==> src/sv/rft3_pkg.sv <==
// Shared types and constants for the range-filtered top-three select unit.
// No dependencies; every other file of the block imports this package.
`default_nettype none

package rft3_pkg;

  localparam int AGE_W   = 31;
  localparam int SKILL_W = 31;
  localparam int ID_W    = 11;

  typedef enum logic [1:0] {
    CMD_CLEAR = 2'd0,
    CMD_LOAD  = 2'd1,
    CMD_QUERY = 2'd2
  } cmd_t;

  // One stored record as held in the table memory.
  typedef struct packed {
    logic [SKILL_W-1:0] skill;
    logic [AGE_W-1:0]   age;
  } rec_t;

  // Control from the scan sequencer to the ranking slots.
  typedef struct packed {
    logic clear;
    logic load;
  } rank_ctl_t;

endpackage

`default_nettype wire

==> src/sv/rft3_rank.sv <==
// Three ranking slots with the shared insertion compare of the select unit.
// Depends on rft3_pkg for the record and control types.
`default_nettype none

module rft3_rank import rft3_pkg::*; #(
  parameter int IW = 11
) (
  input  logic          clk,
  input  logic          rst,
  input  rank_ctl_t     ctl,
  input  rec_t          cand,
  input  logic [IW-1:0] cand_id,
  output logic [2:0]    slot_val,
  output logic [IW-1:0] slot_id [3]
);

  rec_t       slot_rec [3];
  logic [2:0] win;

  // A candidate beats a slot on higher skill, then on lower age; records arrive
  // in id order, so an exact tie keeps the earlier record in front.
  always_comb begin
    for (int k = 0; k < 3; k++) begin
      win[k] = !slot_val[k] ||
               ({cand.skill, ~cand.age} > {slot_rec[k].skill, ~slot_rec[k].age});
    end
  end

  always_ff @(posedge clk) begin
    if (rst) begin
      slot_val <= '0;
    end else if (ctl.clear) begin
      slot_val <= '0;
    end else if (ctl.load) begin
      if (win[0]) begin
        slot_val <= {slot_val[1], slot_val[0], 1'b1};
      end else if (win[1]) begin
        slot_val <= {slot_val[1], 1'b1, slot_val[0]};
      end else if (win[2]) begin
        slot_val <= {1'b1, slot_val[1], slot_val[0]};
      end
    end
  end

  always_ff @(posedge clk) begin
    if (ctl.load && !ctl.clear) begin
      if (win[0]) begin
        slot_rec[2] <= slot_rec[1];
        slot_id[2]  <= slot_id[1];
        slot_rec[1] <= slot_rec[0];
        slot_id[1]  <= slot_id[0];
        slot_rec[0] <= cand;
        slot_id[0]  <= cand_id;
      end else if (win[1]) begin
        slot_rec[2] <= slot_rec[1];
        slot_id[2]  <= slot_id[1];
        slot_rec[1] <= cand;
        slot_id[1]  <= cand_id;
      end else if (win[2]) begin
        slot_rec[2] <= cand;
        slot_id[2]  <= cand_id;
      end
    end
  end

endmodule

`default_nettype wire

==> config.mk <==
export PLATFORM = sky130hd
export DESIGN_NAME = rft3_rank
export DESIGN_NICKNAME = d
export VERILOG_FILES = /design/src/sv/rft3_pkg.sv /design/src/sv/rft3_rank.sv
export SDC_FILE = /design/constraint.sdc
export NUM_CORES = 1
export LEC_CHECK = 0
export BUFFER_PORTS_ARGS = -buffer_cell sky130_fd_sc_hd__buf_2
export CAP_MARGIN = 10
export CORE_ASPECT_RATIO = 0.7
export CORE_MARGIN = 10
export CORE_UTILIZATION = 60
export DETAILED_ROUTE_END_ITERATION = 10
export MAX_ROUTING_LAYER = met4
export PLACE_DENSITY = 0.85
export SLEW_MARGIN = 20
export SYNTH_ARGS = -nofsm -noshare
export SYNTH_HDL_FRONTEND = slang
export SYNTH_SLANG_ARGS = --single-unit
export TNS_END_PERCENT = 30
==> constraint.sdc <==
create_clock -name clk -period 13.19 [get_ports clk]
set_input_delay 0.6595 -clock clk [delete_from_list [all_inputs] [get_ports clk]]
set_output_delay 0.6595 -clock clk [all_outputs]
set_load 0.03 [all_outputs]
======== Word level (Yosys, flattened, before mapping) ========
Memories as Yosys holds them, arrays and structs flattened.
Index checks and enable logic that the tools add are counted.
storage, ports and cells
  register bits ........................... 36
  RAM bits ................................ 186
  input port bits ......................... 77
  output and inout bits ................... 36
  word-level logic and storage cells ...... 56
  memories ................................ 1
memories
  name      words  width  read ports  clocked after memory_dff  wr ports  RTL line         text
  slot_rec  3      62     3           0                         3         rft3_rank.sv:17  rec_t slot_rec [3];
cells by class
  magnitude comparators ................... 3
  mux-type cells .......................... 22
  bitwise logic cells ..................... 7
  reductions and logical operators ........ 17
operator list
  kind                 number
  > comparator 62 bit  3
  2-to-1 mux 62 bit    3
  inverter 31 bit      4
  2-to-1 mux 11 bit    3
  2-to-1 mux 22 bit    1
  2-to-1 mux 1 bit     12
  AND reduction 2 bit  6
  2-to-1 mux 3 bit     3
  zero test 1 bit      4
  logical OR 1 bit     3
  bitwise OR 1 bit     3
  nonzero test 3 bit   1
  nonzero test 2 bit   1
  OR reduction 2 bit   1
  logical AND 1 bit    1

======== Logic depth before layout (Yosys ltp) ========
Gate-level depths: netlist of the first run.
  depth in word-level cells ............... 9
  mapped depth ............................ 12
  mapped depth without buffers ............ 10

======== Worst setup path after synthesis of the first run ========
No wires, ideal clock.
  kind .................................... input to register
  start point ............................. input port cand[60] (netlist bit)
  end point ............................... memory slot_rec[0][124] (netlist bit), enable pin
  setup time .............................. 0.502 ns
  data arrival time ....................... 5.625 ns
  data required time ...................... 12.688 ns
  slack ................................... 7.063 ns
  cell stages on the path ................. 10
  path buffers ............................ 1
  cell sequence ........................... ha_1 -> nand4_1 -> nor4_1 -> nand4_1 -> a211oi_1 -> nor4_1 -> a31oi_1 -> nor2_1 -> buf_2 -> a21oi_1
RTL lines
  item             RTL line         text
  start, declared  rft3_rank.sv:11  input rec_t cand,
  end, declared    rft3_rank.sv:17

==> reports/results.tsv, run 1 <==
stage	metric	value	unit
clock_network	clkTransAtPathRegs	0.07	ns
yosys	synth-async-reset-ratio	0	
timing	rsz0062_at_grt	false	
clock_network	cts_root_buf	clkbuf_16	
yosys	synth.most_common_cell	edfxtp_1	
final_layout	drive_above_1_share	0.267	
yosys	syn_nets	1277	
global_routing	grt_use_total	0.220	
final_layout	final_area	0.0149	mm²
final_layout	nNetsFinal	1407	
critical_path	crit_type	reg2reg	
timing	fmax	217	MHz
final_layout	area_growth	12.7	%
power_and_ir_drop	internal_power	1.29	mW
routing	post_drt_wl_per_cell	21.1	µm
routing	post-route-drc-count	0	
placed_design	dpl_cell_area	0.0141	mm²
routing	num_vias	8685	
timing	holdWs	0.332	ns
routing	firstDrtPassIters	5	
yosys	ys_top_cells_by_count	219 x edfxtp_1, 186 x ha_1, 131 x inv_1	
min_path	min_path_type	in2reg	
timing	setup_ws	8.58	ns
timing	maxSlewViolCount	0	
die	core	0.0217	mm²
critical_path	r2r-start	slot_rec[0][37]	
timing	relSlewSlack	0.221	
yosys	syn_avg_cell_area	13.0	µm²
global_routing	grt_start_max_net_pins	56	
power_and_ir_drop	ir_drop	79.2	µV
power_and_ir_drop	switching_share	0.242	
run	maxCapViolations	0	
clock_network	cts_tree	built	
clock_network	clock_sinks	222	
placed_design	port_buffers	112	
routing	antenna_left	0	
critical_path	cp_max_fo	33	
die	die_h	144	µm
routing	vias_per_cell	6.01	
timing	setup_tns	0	ns
power_and_ir_drop	clock_power_share	0.397	
die	io_pins	113	
placed_design	gp_congestion	0.915	
timing	worstMarginPinSlew	1.16	ns
timing	hold_viol_final	0	
yosys	synth_edf_count	219	
yosys	syn_area	0.0132	mm²
clock_network	cts_htree_levels	1	
yosys	ys.flop_type	edfxtp_1	
die	die_w	197	µm
min_path	min_from	rst	
yosys	synth_area_leaders	edfxtp_1 50%, ha_1 18%, mux2_2 7.3%	
routing	drtIter0Drc	704	
power_and_ir_drop	power.leakage	6.39	nW
yosys	synth_largest_area_cell	edfxtp_1	
global_routing	grt_first_pass_wirelength	48.2	mm
critical_path	endpoint_kind	register	
die	dieArea	0.0284	mm²
timing	setup_violations	0	
global_routing	grt_overflow	0	
critical_path	cp.arrival	4.76	ns
placed_design	dp_hpwl	22.4	mm
clock_network	ctsLongestPathBuffers	3	
power_and_ir_drop	p_sw	0.411	mW
clock_network	clock_latency	0.52	ns
clock_network	cts_inserted_buffers	22	
clock_network	cts_setup_buffers	0	
timing	finClkSkew	0.0144	ns
die	num_rows	45	
yosys	ys_types	46	
yosys	synth_seq_cells	222	
critical_path	crit_start	slot_rec[0][37]	
yosys	ys_warn_count	0	
yosys	synth_top_area_share	0.498	
yosys	synthCells	1014	
global_routing	grt_pass1_vias	8846	
die	initial_core_util	0.609	
timing	fin_crit_sh	0.350	
timing	min_period	4.61	ns
routing	routed_wl	30.6	mm
power_and_ir_drop	power_frac_comb	0.118	
placed_design	dp_slack	8.22	ns
power_and_ir_drop	seqPwrFrac	0.485	
critical_path	cp.required	13.34	ns
clock_network	ctsResizeCount	0	
critical_path	startpoint_type	register	
yosys	synth-seq-area-share	0.502	
global_routing	antenna_found_initial	2	
outcome	status	finished, final reports clean	
clock_network	cts_hold_buf	0	
power_and_ir_drop	power.density	114	mW/mm²
==> layer usage <==
layer | track usage | part of all wire | vias up
met4 | 0.0589 | 0.020 | 0
met5 | - | 0 | -
met2 | 0.326 | 0.44 | 295
met3 | 0.0376 | 0.071 | 50
li1 | - | - | 4107
met1 | 0.307 | 0.47 | 4233
==> worst paths after layout <==
check | end | slack, ns | cells past startpoint
max | slot_rec[0][77] | 8.58 | 11
min | slot_val[0] | 0.33 | 2
max reg2reg | slot_rec[0][77] | 8.58 | 11
min reg2reg | slot_id[17] | 0.57 | 1
==> critical path, stage by stage (launching register included) <==
cell,delay [ns]
edfxtp_1,0.36
inv_1,0.05
ha_1,0.30
nand4_1,0.19
nor4_1,0.76
nand4_1,0.21
o2bb2ai_1,0.23
o21a_2,0.40
nor2_1,0.09
buf_4,0.23
nor2_4,0.82
buf_4,0.57
==> cells in the final DEF, fill, tap and decap left out, types with 3 or more instances in the layout <==
cell       instances
inv_1            131
nor3_1            11
nor4_1             9
nand2_1           44
nor2b_1            4
buf_4             10
o21ai_0           23
a211oi_1           3
mux2_4            60
ha_1             186
mux2_2            86
nand2b_1          11
nand4_1           36
a21o_1            13
diode_2            4
nor2_1            18
dfxtp_1            3
edfxtp_1         219
nand3_1           20
bufinv_16          4
clkbuf_1           3
buf_2            112
clkinv_1           4
a21oi_1           75
clkbuf_16         23
a221oi_1           7
==> flip-flops by register name (all words and copies together) (netlist names) <==
signal,cells
slot_rec,186
slot_id,33
slot_val,3
==> power by group through the flow <==
stage	Clock (mW)	Combinational [mW]	Sequential, mW
after floorplan	0	0.115	0.845
after global placement	0	0.186	0.837
after detailed placement	0	0.195	0.838
after CTS	0.680	0.198	0.823
after global routing	0.708	0.224	0.826
final	0.674	0.200	0.823
==> final cells by class <==
cell class | count | area, µm²
timing repair buffer | 122 | 636
sequential | 222 | 6640
antenna | 4 | 10.0
inverter | 131 | 492
tap | 282 | 353
fill | 1484 | 6800
clock inverter | 13 | 170
multi-input combinational | 645 | 6000
clock buffer | 26 | 587
==> stage by stage <==
stage,utilization,total power [mW],cells
floorplan,-,0.960,1014
global placement,0.651,1.02,1402
detailed placement,0.651,1.03,1402
CTS,0.686,1.70,1441
global route,0.686,1.76,1443
finish,0.686,1.70,1445
==> kinds of logic (layout without fill, tap and decap cells) <==
logic type / after synthesis / in the layout / share of synthesized area
other: 0 / 4 / 0
and+or+nand+nor: 164 / 164 / 0.0657
AOI/OAI and AO/OA: 147 / 147 / 0.0668
muxes: 148 / 148 / 0.143
buffers and inverters: 147 / 292 / 0.0458
DFF: 222 / 222 / 0.502
adders and majority gates: 186 / 186 / 0.176
No activity file was read; power rests on OpenSTA's default activity.
==> inputs of run 2 (changes only) <==
--- a/config.mk
+++ b/config.mk
@@ -5,6 +5,7 @@
 export SDC_FILE = /design/constraint.sdc
 export NUM_CORES = 1
 export LEC_CHECK = 0
+export ABC_AREA = 1
 export BUFFER_PORTS_ARGS = -buffer_cell sky130_fd_sc_hd__buf_2
 export CAP_MARGIN = 10
 export CORE_ASPECT_RATIO = 0.7
==> constraint.sdc (replaced) <==
create_clock -name clk -period 4.6 [get_ports clk]
set_input_delay 0.23 -clock clk [delete_from_list [all_inputs] [get_ports clk]]
set_output_delay 0.23 -clock clk [all_outputs]
set_load 0.03 [all_outputs]
==> run 2 against run 1 <==
- via count up 34%
- synthesized cell count up 52%
- first-iteration DRC count up 95%
- global-route usage up 3.0 points
- sequential share of layout area down 3.5 points
- hold slack worse by 0.32 ns
- routed wire length up 21%
- critical endpoint is now slot_rec[0][180]
- flip-flop and latch count unchanged
==> reports/results.tsv, run 2 <==
stage	metric	value	unit
outcome	status	finished, final reports clean	
clock_network	cts_tree	built	
yosys	synth-async-reset-ratio	0	
final_layout	area_growth	14.4	%
routing	firstDrtPassIters	6	
power_and_ir_drop	ir_drop	288	µV
clock_network	clkTransAtPathRegs	0.07	ns
timing	finClkSkew	0.0142	ns
die	io_pins	113	
yosys	synth_top_area_share	0.466	
timing	worstMarginPinSlew	0.990	ns
critical_path	cp_max_fo	62	
die	die_w	203	µm
yosys	syn_area	0.0141	mm²
global_routing	grt_start_max_net_pins	74	
timing	relSlewSlack	0.338	
yosys	synth-seq-area-share	0.471	
timing	fmax	257	MHz
clock_network	clock_sinks	222	
timing	rsz0062_at_grt	false	
power_and_ir_drop	power.density	309	mW/mm²
final_layout	stdcell_count	2037	
clock_network	cts_setup_buffers	0	
placed_design	dp_hpwl	24.9	mm
routing	post-route-drc-count	0	
routing	vias_per_cell	5.73	
clock_network	cts_inserted_buffers	23	
timing	hold_viol_final	0	
critical_path	cp.arrival	4.17	ns
timing	holdWs	0.00825	ns
clock_network	cts_hold_buf	59	
power_and_ir_drop	power.leakage	7.89	nW
yosys	syn_nets	1809	
yosys	synth.most_common_cell	nand2_1	
global_routing	antenna_found_initial	1	
final_layout	drive_above_1_share	0.118	
clock_network	clock_latency	0.53	ns
yosys	synth_largest_area_cell	edfxtp_1	
routing	drtIter0Drc	1376	
die	dieArea	0.0301	mm²
timing	maxSlewViolCount	0	
routing	num_vias	11662	
yosys	ys_types	32	
yosys	synth_edf_count	219	
routing	antenna_left	0	
critical_path	cp.required	4.88	ns
routing	routed_wl	37.1	mm
die	core	0.0229	mm²
global_routing	grt_overflow	0	
placed_design	gp_congestion	0.921	
routing	post_drt_wl_per_cell	18.2	µm
global_routing	grt_pass1_vias	11606	
yosys	synth_area_leaders	edfxtp_1 47%, ha_1 17%, nand2_1 15%	
clock_network	cts_htree_levels	1	
run	maxCapViolations	0	
yosys	syn_avg_cell_area	9.12	µm²
final_layout	final_cell_mix	556 x nand2_1, 219 x edfxtp_1, 190 x inv_1	
timing	setup_violations	0	
placed_design	dp_cells	1935	
global_routing	grt_first_pass_wirelength	59.8	mm
final_layout	final_util	0.704	
timing	fin_crit_sh	0.844	
final_layout	final_common_cell	nand2_1	
yosys	ys.flop_type	edfxtp_1	
yosys	ys_top_cells_by_count	556 x nand2_1, 219 x edfxtp_1, 190 x inv_1	
yosys	ys_warn_count	0	
clock_network	ctsLongestPathBuffers	3	
global_routing	grt_use_total	0.250	
final_layout	nFillCells	1694	
timing	min_period	3.88	ns
die	die_h	148	µm
yosys	synthCells	1546	
placed_design	port_buffers	112	
clock_network	cts_root_buf	clkbuf_16	
clock_network	ctsResizeCount	0	
min_path	min_path_type	in2reg	
final_layout	nNetsFinal	1970	
final_layout	reg_top3	slot_rec: 186 flops, slot_id: 33 flops, slot_val: 3 flops	
die	initial_core_util	0.616	
die	num_rows	46	
critical_path	endpoint_kind	register	
final_layout	top_register	slot_rec	
critical_path	startpoint_type	register	
critical_path	crit_type	reg2reg	
yosys	synth_seq_cells	222	
final_layout	largest_reg_flops	186	
-- run 2: layout make-up --
class	count	area, µm²	share of cell area
sequential	222	6640	0.411
multi-input combinational	1080	6390	0.396
timing repair buffer	185	1270	0.0786
inverter	195	732	0.0454
clock buffer	25	583	0.0361
tap	312	390	0.0242
clock inverter	17	135	0.00837
antenna	1	2.50	0.000155
-- run 2: power by group --
group / internal, mW / total, mW / leakage, nW / switching, mW
sequential: 2.35 / 2.39 / 2.10 / 0.0479
clock: 1.03 / 1.85 / 0.358 / 0.824
combinational: 0.261 / 0.748 / 5.43 / 0.487
-- run 2: path summary, 6_finish.rpt --
path	from	endpoint	slack, ns	depth (start not counted)
max	slot_rec[0][37]	slot_rec[0][180]	0.72	13
min	cand[49]	slot_rec[0][49]	0.008	1
max reg2reg	slot_rec[0][37]	slot_rec[0][180]	0.72	13
min reg2reg	slot_id[19]	slot_id[8]	0.53	2
-- run 2: routing by layer --
layer | GRT usage | vias to the layer above | part of all wire
li1 | - | 5510 | -
met1 | 0.331 | 5437 | 0.42
met2 | 0.389 | 645 | 0.45
met3 | 0.0464 | 70 | 0.11
met4 | 0.0625 | 0 | 0.020
met5 | - | - | 0
-- run 2: stage by stage --
stage	setup slack, ns	power (mW)	area (µm²)	setup TNS [ns]
after floorplan	-0.362	2.88	14100	-22.45
after global placement	0.965	3.08	14800	0
after detailed placement	0.899	3.12	14800	0
after CTS	0.839	4.99	16100	0
after global routing	0.486	5.18	16100	0
final	0.716	4.99	16100	0
-- run 2: cell families (layout without fill, tap and decap cells) --
group / Yosys count / after routing / share of synthesized area
flops: 222 / 222 / 0.471
other cells: 0 / 1 / 0
compound gates: 94 / 94 / 0.0375
fa+ha+maj: 186 / 186 / 0.165
buf+inv: 244 / 422 / 0.0784
simple gates: 800 / 800 / 0.248
-- run 2: critical path, stage by stage (launching register included) --
cell      delay [ns]
edfxtp_1        0.36
inv_1           0.05
ha_1            0.28
nand2_1         0.07
nor2_1          0.16
nand4_1         0.13
nor3_1          0.61
nand4_1         0.18
nand2_1         0.15
nand2_4         0.16
nor2_8          0.54
nand2_4         0.63
nand2_1         0.22
nand2_1         0.08
